==> config.mk <==
export PLATFORM = sky130hd
export DESIGN_NAME = sgi_rle_row_decoder_core
export DESIGN_NICKNAME = d
export VERILOG_FILES = /design/src/rtl/rlerd_pkg.sv /design/src/rtl/sgi_rle_row_decoder_core.sv
export SDC_FILE = /design/constraint.sdc
export NUM_CORES = 1
export LEC_CHECK = 0
export ABC_AREA = 1
export BUFFER_PORTS_ARGS = -buffer_cell sky130_fd_sc_hd__buf_2
export CAP_MARGIN = 10
export CORE_UTILIZATION = 53
export CTS_CLUSTER_SIZE = 20
export DETAILED_ROUTE_END_ITERATION = 16
export HOLD_SLACK_MARGIN = 0.05
export PLACE_DENSITY = 0.76
export SYNTH_ARGS = -nofsm -noshare
export SYNTH_HDL_FRONTEND = slang
export SYNTH_SLANG_ARGS = --single-unit
==> constraint.sdc <==
create_clock -name i_clk -period 3.6 [get_ports i_clk]
set_input_delay 0.36 -clock i_clk [delete_from_list [all_inputs] [get_ports i_clk]]
set_output_delay 0.36 -clock i_clk [all_outputs]
set_load 0.01 [all_outputs]
==> src/rtl/rlerd_pkg.sv <==
// ============================================================================
// rlerd_pkg : shared types and constants of the run-length row decoder
// Phase codes, status codes, register indexes and the result record.
// ============================================================================
package rlerd_pkg;

    // Decode phase codes
    localparam logic [1:0] PH_HEADER  = 2'd0;
    localparam logic [1:0] PH_LITERAL = 2'd1;
    localparam logic [1:0] PH_VALUE   = 2'd2;
    localparam logic [1:0] PH_ENDED   = 2'd3;

    // Result status codes
    localparam logic [1:0] ST_OK        = 2'd0;
    localparam logic [1:0] ST_STOP      = 2'd1;
    localparam logic [1:0] ST_OVERSHOOT = 2'd2;

    // Configuration register indexes
    localparam logic [1:0] REG_COMPRESSED = 2'd0;
    localparam logic [1:0] REG_WIDE       = 2'd1;
    localparam logic [1:0] REG_ROW_WIDTH  = 2'd2;

    // Header fields: bit 7 selects a literal run, low 7 bits hold the count
    localparam int unsigned HDR_LITERAL_BIT = 7;
    localparam int unsigned COUNT_W         = 7;
    localparam int unsigned COLUMN_W        = 17;
    localparam int unsigned WIDTH_W         = 16;

    typedef struct packed {
        logic [7:0]         pixel_value;
        logic [COUNT_W-1:0] repeat_count;
        logic               row_done;
        logic [1:0]         status;
    } t_result;

endpackage

==> src/rtl/sgi_rle_row_decoder_core.sv <==
// ============================================================================
// sgi_rle_row_decoder_core : run-length row decoder for one channel row
// Each result is registered in the output register, or the skid on a stall.
// Throughput: one code unit per cycle while the skid entry is empty; phase,
// count and column update in the accepting cycle, so units flow with no bubble.
// A two-entry output (register plus skid) keeps input ready while a result
// waits. Reset is synchronous, active low: raw mode, 8-bit units, width 1.
// ============================================================================
module sgi_rle_row_decoder_core
    import rlerd_pkg::*;
(
    input  logic        i_clk,
    input  logic        i_rst_n,

    // configuration write channel
    input  logic        i_cfg_valid,
    output logic        o_cfg_ready,
    input  logic [1:0]  i_cfg_index,
    input  logic [15:0] i_cfg_data,

    // code unit channel
    input  logic        i_in_valid,
    output logic        o_in_ready,
    input  logic [15:0] i_code_unit,
    input  logic        i_row_start,

    // result channel
    output logic        o_out_valid,
    input  logic        i_out_ready,
    output logic [7:0]  o_pixel_value,
    output logic [6:0]  o_repeat_count,
    output logic        o_row_done,
    output logic [1:0]  o_status
);

    // ------------------------------------------------------------------
    // Configuration registers. Writes are always accepted; ready is tied high.
    // ------------------------------------------------------------------
    logic               r_compressed;
    logic               r_wide;
    logic [WIDTH_W-1:0] r_row_width;

    assign o_cfg_ready = 1'b1;

    always_ff @(posedge i_clk) begin
        if (!i_rst_n) begin
            r_compressed <= 1'b0;
            r_wide       <= 1'b0;
            r_row_width  <= WIDTH_W'(1);
        end else if (i_cfg_valid && o_cfg_ready) begin
            case (i_cfg_index)
                REG_COMPRESSED: r_compressed <= i_cfg_data[0];
                REG_WIDE:       r_wide       <= i_cfg_data[0];
                REG_ROW_WIDTH:  r_row_width  <= i_cfg_data;
                default: ; // unused index: drop the write
            endcase
        end
    end

    // ------------------------------------------------------------------
    // Row state
    // ------------------------------------------------------------------
    logic [1:0]          r_phase,     n_phase;
    logic [COUNT_W-1:0]  r_remaining, n_remaining;
    logic [COLUMN_W-1:0] r_column,    n_column;

    logic                in_accept;
    logic [1:0]          cur_phase;
    logic [COUNT_W-1:0]  cur_remaining;
    logic [COLUMN_W-1:0] cur_column;
    logic [COLUMN_W-1:0] eff_width;
    logic [7:0]          unit_pixel;
    logic [COUNT_W-1:0]  hdr_count;
    logic [COUNT_W-1:0]  emit_count;
    logic [COLUMN_W-1:0] emit_column;
    logic                emit_full;
    logic                res_valid;
    t_result             res;

    assign in_accept = i_in_valid && o_in_ready;

    // A row start clears the row state before this unit decodes
    assign cur_phase     = i_row_start ? PH_HEADER : r_phase;
    assign cur_remaining = i_row_start ? '0 : r_remaining;
    assign cur_column    = i_row_start ? '0 : r_column;

    // A zero width behaves as a width of one
    assign eff_width  = (r_row_width == '0) ? COLUMN_W'(1) : {1'b0, r_row_width};
    // Wide units keep their high byte
    assign unit_pixel = r_wide ? i_code_unit[15:8] : i_code_unit[7:0];
    assign hdr_count  = i_code_unit[COUNT_W-1:0];

    // Value runs add their whole count, raw and literal pixels add one
    assign emit_count  = (r_compressed && cur_phase == PH_VALUE) ? cur_remaining
                                                                 : COUNT_W'(1);
    assign emit_column = cur_column + COLUMN_W'(emit_count);
    assign emit_full   = (emit_column >= eff_width);

    always_comb begin
        n_phase          = cur_phase;
        n_remaining      = cur_remaining;
        n_column         = cur_column;
        res_valid        = 1'b0;
        res.pixel_value  = unit_pixel;
        res.repeat_count = emit_count;
        res.row_done     = emit_full;
        res.status       = (emit_column > eff_width) ? ST_OVERSHOOT : ST_OK;

        if (cur_phase == PH_ENDED) begin
            // row already finished: ignore the unit
            res_valid = 1'b0;
        end else if (!r_compressed) begin
            // raw mode: every unit is a pixel, whatever the phase
            res_valid   = 1'b1;
            n_remaining = '0;
            n_column    = emit_column;
            n_phase     = emit_full ? PH_ENDED : PH_HEADER;
        end else begin
            case (cur_phase)
                PH_HEADER: begin
                    if (hdr_count == '0) begin
                        // zero count: stop marker ends the row
                        res_valid        = 1'b1;
                        res.pixel_value  = '0;
                        res.repeat_count = '0;
                        res.row_done     = (cur_column >= eff_width);
                        res.status       = ST_STOP;
                        n_phase          = PH_ENDED;
                    end else begin
                        n_remaining = hdr_count;
                        n_phase     = i_code_unit[HDR_LITERAL_BIT] ? PH_LITERAL : PH_VALUE;
                    end
                end
                PH_LITERAL: begin
                    // a literal run is consumed to its end even past the width
                    res_valid   = 1'b1;
                    n_column    = emit_column;
                    n_remaining = cur_remaining - COUNT_W'(1);
                    if (n_remaining == '0) begin
                        n_phase = emit_full ? PH_ENDED : PH_HEADER;
                    end
                end
                default: begin
                    // repeat value: one result carries the whole run
                    res_valid   = 1'b1;
                    n_column    = emit_column;
                    n_remaining = '0;
                    n_phase     = emit_full ? PH_ENDED : PH_HEADER;
                end
            endcase
        end
    end

    always_ff @(posedge i_clk) begin
        if (!i_rst_n) begin
            r_phase     <= PH_HEADER;
            r_remaining <= '0;
            r_column    <= '0;
        end else if (in_accept) begin
            r_phase     <= n_phase;
            r_remaining <= n_remaining;
            r_column    <= n_column;
        end
    end

    // ------------------------------------------------------------------
    // Output register with a skid entry. Input ready depends only on the
    // skid entry being empty, so the two sides stay decoupled.
    // ------------------------------------------------------------------
    logic    r_out_valid;
    logic    r_skid_valid;
    t_result r_out;
    t_result r_skid;
    logic    out_free;

    assign out_free   = !r_out_valid || i_out_ready;
    assign o_in_ready = !r_skid_valid;

    always_ff @(posedge i_clk) begin
        if (!i_rst_n) begin
            r_out_valid  <= 1'b0;
            r_skid_valid <= 1'b0;
        end else if (out_free) begin
            if (r_skid_valid) begin
                // drain the skid entry; no beat was accepted this cycle
                r_out_valid  <= 1'b1;
                r_skid_valid <= 1'b0;
            end else begin
                r_out_valid  <= in_accept && res_valid;
            end
        end else if (in_accept && res_valid) begin
            // output stalled: hold the new result in the skid entry
            r_skid_valid <= 1'b1;
        end
    end

    always_ff @(posedge i_clk) begin
        if (out_free) begin
            r_out <= r_skid_valid ? r_skid : res;
        end
        if (!out_free && in_accept && res_valid) begin
            r_skid <= res;
        end
    end

    assign o_out_valid    = r_out_valid;
    assign o_pixel_value  = r_out.pixel_value;
    assign o_repeat_count = r_out.repeat_count;
    assign o_row_done     = r_out.row_done;
    assign o_status       = r_out.status;

    // ------------------------------------------------------------------
    // Assertions
    // ------------------------------------------------------------------
    a_skid_behind_out: assert property (@(posedge i_clk) disable iff (!i_rst_n)
        r_skid_valid |-> r_out_valid)
        else $error("skid entry holds a result while the output is empty");

    a_literal_count: assert property (@(posedge i_clk) disable iff (!i_rst_n)
        (r_phase == PH_LITERAL || r_phase == PH_VALUE) |-> (r_remaining != '0))
        else $error("run phase with zero remaining count");

    a_stop_shape: assert property (@(posedge i_clk) disable iff (!i_rst_n)
        (o_out_valid && o_status == ST_STOP) |-> (o_repeat_count == '0 && o_pixel_value == '0))
        else $error("stop marker carries a nonzero pixel or count");

    a_ended_silent: assert property (@(posedge i_clk) disable iff (!i_rst_n)
        (in_accept && !i_row_start && r_phase == PH_ENDED) |-> !res_valid)
        else $error("unit after row end produced a result");

endmodule

==> run metrics, run 1 <==
status=finished clean; most frequent cells in the layout=nand2_1 (161), inv_1 (88), a21oi_1 (72); largest cells by area after synthesis=edfxtp_1 (20%), dfxtp_1 (17%), nand2_1 (12%), ha_1 (9.4%), a21oi_1 (7.4%); Post-synth EDFFs=36; post-synth top area cell=edfxtp_1; Final Max Slew Viols=0; TritonCTS clock tree=yes; Arrival @ worst endpoint=roughly 3800 ps; clock power share=roughly a third; worst r2r src=r_phase[1]$_SDFFE_PN0P_; Worst Path Max Fanout=4; Num CTS Buffers=9; Clock Sinks=between 80 and 90; GPL Wtd Cong=0.932; Final setup violation count=0; Final min period=3530 ps; Synth top area share=between 20% and 30%; Worst R2R Setup Slack=slightly above 70 ps; area post-placement=6040 µm²; P_sw=0.651 mW; nets=900; Yosys warnings=0; Switching Share=28.8%; Initial Util=54.6%; clock slew at reported path FFs=100 ps; vias in the first global route=roughly 5000; Vias=5230; drt wl/cell=15.4 µm; unrepaired setup endpoints after global routing=true; IO Port Bufs=59; Pwr Total=2.26 mW; Reg power frac=46.5%; Max Clock Freq=0.283 GHz; CP startpoint=r_phase[1]$_SDFFE_PN0P_; worst skew pair latency=380 ps; slowest stage delay, CP=around 420 ps; Iter 0 DRT Violations=301; Synth cell types=49; H-tree levels=3; internal power=1.61 mW; first-pass GRT wire length=about 23 mm; data required time of the worst path=3850 ps; Routed WL=14.7 mm; chip height=a little over 100 µm; crit path max-delay cell type=fa_2; crit-path most repeated cell=nand2_1; maxcap violations=0; Max clock buf depth=2; Pwr Density=approximately 340 nW/µm²; Mapped Cells=between 700 and 800; most used flip-flop cell after synthesis=dfxtp_1; Setup crit start kind=register; Fin Clk Skew=19.1 ps; FF+latch count, synth=slightly above 80; Avg Cell Area, Syn=between 7 and 8 µm²; Final period util=a little over nine tenths; largest net degree at the start of global routing=33; vias per cell=about 5.5; GR Overflow Total=0; area grow syn2layout=23.7%; Seq/Total Area, Yosys=37.7%; # DRC=0; root buf cell=clkbuf_8; initial antenna violation count=0; Hold WC Path Type=input port to register; Layout Utilization=67.5%; Mapped Area=5310 µm²; Logic pwr share=19.6%; die area=10400 µm²; Async SR Flop Fraction=0%; most common cell after layout, fill and taps aside=nand2_1; fillers=roughly 850; hold path start=i_cfg_data[6]; core area=9730 µm²; worst slew pin tran=825 ps; Final Hold Vio Count=0; layout cells sized above 1=25.4%; LEAKAGE=3.12 nW; Post-Layout Inst Area=between 6000 and 7000 µm²; Hold-fix buffers, CTS=0; post-route ant nets=0; CP endpoint kind=register; Max-slew headroom=44.9%; FP Rows=36; worst setup path class=register to register; I/O pins=61; TritonRoute pass-1 iters=5; Worst VDD drop=185 µV; DP Wirelength=~11 mm; Die W=102 µm; n_diodes=0; net count after synthesis=800; total track usage=28.5%
==> layer usage <==
layer	vias up	share of wire, %	global-route usage, %
li1	2572	-	-
met1	2417	41	32.2
met2	198	50	52.4
met3	43	5.6	3.42
met4	0	3.9	14.8
met5	-	0	0
==> cells in the mapped netlist, drive strengths merged (2+ instances only) <==
library cell and count:
a21oi 80, and2 2, dfxtp 46, xnor2 2, inv 96, edfxtp 36, o21ai 50, a31oi 4
nor2 69, o22ai 5, nand2 180, nand4 7, ha 40, xor2 8, clkinv 3, nand3 34
o21a 2, buf 7, nor4 6, clkbuf 16, nor3 14
==> critical path: cells and delay by family, from the launching register on <==
family	cells	cell delay (ps)
AND/OR/NAND/NOR	16	1340
AO/OA/AOI/OAI	4	540
flip-flops	1	340
adder cells (fa/ha/maj)	3	930
buffers and inverters	3	260
==> stage by stage <==
stage               instances  setup WS [ps]  TNS, ps  hold WS (ps)
CTS                       954           26.7        0           259
floorplan                 719           2.58        0           431
finish                    957           71.9        0           255
detailed placement        938           -124     -535           457
global route              957           -158     -644           279
global placement          938          -55.7     -143           454
==> path summary, 6_finish.rpt <==
path	end	cells after the start
worst max-delay path	r_phase[1]$_SDFFE_PN0P_	26
worst min-delay path	r_row_width[6]$_SDFFE_PN0P_	3
worst max register to register	r_phase[1]$_SDFFE_PN0P_	26
worst min register to register	r_column[16]$_SDFFE_PN0P_	2
==> logic make-up after synthesis <==
| logic type | after synthesis | synth area share (%) |
|---|---|---|
| flops | 82 | 37.7 |
| xor+xnor | 10 | 1.79 |
| fa+ha+maj | 41 | 9.81 |
| other cells | 1 | 0.0707 |
| simple gates | 315 | 26.4 |
| buf+inv | 122 | 9.22 |
| compound gates | 148 | 15.0 |
==> final cells by class <==
class | count | area, µm² | share of cell area [%]
Sequential cell | 82 | 2000 | 30.5
Timing Repair Buffer | 112 | 701 | 10.7
Clock inverter | 6 | 88.8 | 1.35
Inverter | 99 | 379 | 5.77
Clock buffer | 10 | 138 | 2.10
Multi-Input combinational cell | 515 | 3090 | 47.0
Tap cell | 133 | 166 | 2.53
==> power by group through the flow <==
| stage | registers (mW) | logic, mW | clock network, mW |
|---|---|---|---|
| after floorplan | 1.08 | 0.245 | 0 |
| after global placement | 1.07 | 0.389 | 0 |
| final | 1.05 | 0.442 | 0.767 |
| after detailed placement | 1.07 | 0.404 | 0 |
| after global routing | 1.06 | 0.494 | 0.802 |
| after CTS | 1.05 | 0.408 | 0.770 |
==> what timing repair did <==
item	4_1_cts	5_1_grt
buffers inserted	0	4
setup endpoints to repair	2	6
gates resized for setup	2	64
pin swaps	0	31
==> state kept, by name (all words and copies together), names as in the netlist <==
name            cells
r_skid             18
o_row_done          1
r_row_width        16
o_repeat_count      7
o_pixel_value       8
o_out_valid         1
r_remaining         7
r_column           17
r_phase             2
r_skid_valid        1
o_status            2
r_wide              1
r_compressed        1
Power figures use the tool's default switching activity.
==> inputs of run 2 (changes only) <==
- CORE_UTILIZATION: 53 -> 40
- PLACE_DENSITY: 0.76 -> not set
- REMOVE_ABC_BUFFERS: not set -> 1
==> run 2 against run 1 <==
- maximum frequency decreased by 0.55%
- non-clock buffer count increased by 19
- global-route usage decreased by 6.0 points
- worst setup slack got worse by 20 ps
- utilization decreased by 14 points
- clock-buffer cell count decreased by 1
==> run metrics, run 2 (synthesis gave the netlist of run 1 again) <==
status=finished clean (unchanged); TritonCTS clock tree=yes (unchanged); routing usage on met3=2.83% (was 3.42%); Worst VDD drop=207 µV (was 185 µV); Max Clock Freq=0.282 GHz (was 0.283 GHz); nets=919 (was 900); most common cell after layout, fill and taps aside=nand2_1 (unchanged); initial antenna violation count=0 (unchanged); Clock Sinks=82 (unchanged); busiest layer in global routing=met2 (unchanged); maxcap violations=0 (unchanged); worst slew pin tran=868 ps (was 825 ps); Final period util=98.5% (was 98.0%); Switching Share=28.6% (was 28.8%); Arrival @ worst endpoint=3650 ps (was 3770 ps); FP Rows=41 (was 36); P_sw=0.702 mW (was 0.651 mW); Max clock buf depth=2 (unchanged); Initial Util=41.6% (was 54.6%); Final Hold Vio Count=0 (unchanged); Final min period=3550 ps (was 3530 ps); Post-Layout Inst Area=6840 µm² (was 6570 µm²); worst setup path class=register to register (unchanged); Final setup violation count=0 (unchanged); met1 Use GR=26.8% (was 32.2%); Max-slew headroom=42.1% (was 44.9%); Iter 0 DRT Violations=362 (was 301); area post-placement=6140 µm² (was 6040 µm²); TritonRoute pass-1 iters=5 (unchanged); Worst Path Max Fanout=4 (unchanged); clock slew at reported path FFs=70 ps (was 100 ps); capture point of the worst path=r_skid[2]$_DFFE_PP_ (was r_phase[1]$_SDFFE_PN0P_); worst reg2reg path endpoint=r_skid[2]$_DFFE_PP_ (was r_phase[1]$_SDFFE_PN0P_); fillers=1221 (was 847); unrepaired setup endpoints after global routing=true (unchanged); internal power=1.75 mW (was 1.61 mW); I/O pins=61 (unchanged); vias per cell=5.07 (was 5.46); Setup crit start kind=register (unchanged); slowest stage delay, CP=420 ps (about the same); worst skew pair latency=350 ps (was 380 ps); first-pass GRT wire length=23.4 mm (was 22.8 mm); clock power share=39.1% (was 33.9%); GPL Wtd Cong=0.922 (was 0.932); Routed WL=15.0 mm (was 14.7 mm); crit path max-delay cell type=fa_2 (unchanged); Worst R2R Setup Slack=50 ps (was 70 ps); top flop regs=r_skid (18), r_column (17), r_row_width (16) (unchanged); die area=13700 µm² (was 10400 µm²); drt wl/cell=14.8 µm (was 15.4 µm); # DRC=0 (unchanged); Logic pwr share=18.0% (was 19.6%); layout cells sized above 1=26.5% (was 25.4%); root buf cell=clkbuf_16 (was clkbuf_8); area grow syn2layout=28.9% (was 23.7%); most frequent cells in the layout=nand2_1 (159), inv_1 (91), a21oi_1 (71), buf_4 (71), buf_2 (59) (was nand2_1 (161), inv_1 (88), a21oi_1 (72)); Reg area=2000 µm² (about the same); GR Overflow Total=0 (unchanged); post-route ant nets=0 (unchanged); Num CTS Buffers=9 (unchanged); Reg power frac=42.9% (was 46.5%); met2 global-route usage=40.7% (was 52.4%); Fin Clk Skew=9.88 ps (was 19.1 ps); LEAKAGE=3.24 nW (was 3.12 nW); data required time of the worst path=3700 ps (was 3850 ps); worst r2r src=r_phase[1]$_SDFFE_PN0P_ (unchanged); chip height=117 µm (was 102 µm); Hold-fix buffers, CTS=0 (unchanged); Pwr Density=359 nW/µm² (was 344 nW/µm²); vias in the first global route=4842 (was 4947); largest net degree at the start of global routing=33 (unchanged); n_diodes=0 (unchanged); CP startpoint=r_phase[1]$_SDFFE_PN0P_ (unchanged); Final TNS setup=0 ps (unchanged); crit-path most repeated cell=nand2_2 (was nand2_1); CP endpoint kind=register (unchanged); Vias=5144 (was 5230); Final Max Slew Viols=0 (unchanged); H-tree levels=3 (unchanged); Reg with most FFs=r_skid (unchanged); Worst Reg-to-Reg Cells=27 (was 26); total track usage=22.5% (was 28.5%); IO Port Bufs=59 (unchanged); hold path start=i_cfg_data[0] (was i_cfg_data[6]); fin worst setup slack=52.3 ps (was 71.9 ps); area used by multi-input combinational logic=3090 µm² (about the same); Hold WC Path Type=input port to register (unchanged); Pwr Total=2.45 mW (was 2.26 mW); max reg flops=18 (unchanged); pre-CTS setup slack=-218 ps (was -124 ps); core area=12800 µm² (was 9730 µm²); Layout Utilization=53.6% (was 67.5%); Die W=117 µm (was 102 µm); DP Wirelength=11.5 mm (was 11.1 mm)
==> run 2: cell types whose count changed in the layout (fill, tap and decap cells not counted), sizes merged <==
cell / delta
buf: +19
bufinv: -1
clkbuf: -1
inv: +2
==> run 2: worst max-delay path: cells and delay by family (launching register included) <==
kind            cells  cell delay (ps)
compound gates      1              150
buf+inv             3              250
simple gates       20             1760
fa+ha+maj           3              790
flops               1              350
==> run 2: per-stage QoR <==
step                std cells  hold WS, ps
floorplan                 696          431
global placement          985          454
finish                   1015          267
CTS                      1006          261
global route             1015          285
detailed placement        985          456
==> run 2: power by group through the flow <==
stage | combinational (mW) | clock (mW) | sequential, mW
final | 0.441 | 0.959 | 1.05
after global routing | 0.496 | 1.01 | 1.06
after CTS | 0.414 | 0.978 | 1.05
after detailed placement | 0.409 | 0 | 1.07
after global placement | 0.402 | 0 | 1.07
after floorplan | 0.230 | 0 | 1.08
==> run 2: how the worst min path moves through the flow <==
stage	to	slack, ps	depth (start not counted)
6_report	r_row_width[0]$_SDFFE_PN1P_	270	3
5_1_grt	r_row_width[0]$_SDFFE_PN1P_	290	3
4_1_cts	r_row_width[0]$_SDFFE_PN1P_	260	3
2_1_floorplan	r_row_width[0]$_SDFFE_PN1P_	430	2
3_5_place_dp	r_remaining[4]$_SDFFE_PN0P_	460	2
3_3_place_gp	r_column[6]$_SDFFE_PN0P_	450	2
==> run 2: timing repair <==
item,CTS,global route
buffers inserted,5,9
endpoints found under the setup margin,6,6
pin swaps,2,31
resized for setup,8,54
==> run 2: layout make-up <==
type	count	area share, %
Clock buffer	9	3.29
Multi-Input combinational cell	515	45.2
Clock inverter	7	1.21
Sequential cell	82	29.3
Inverter	99	5.54
Tap cell	172	3.15
Timing Repair Buffer	131	12.3
==> run 2: layer usage <==
layer,up-vias,part of all wire (%)
met5,-,0
met2,145,50
met1,2362,44
li1,2612,-
met4,0,2.8
met3,25,4.0
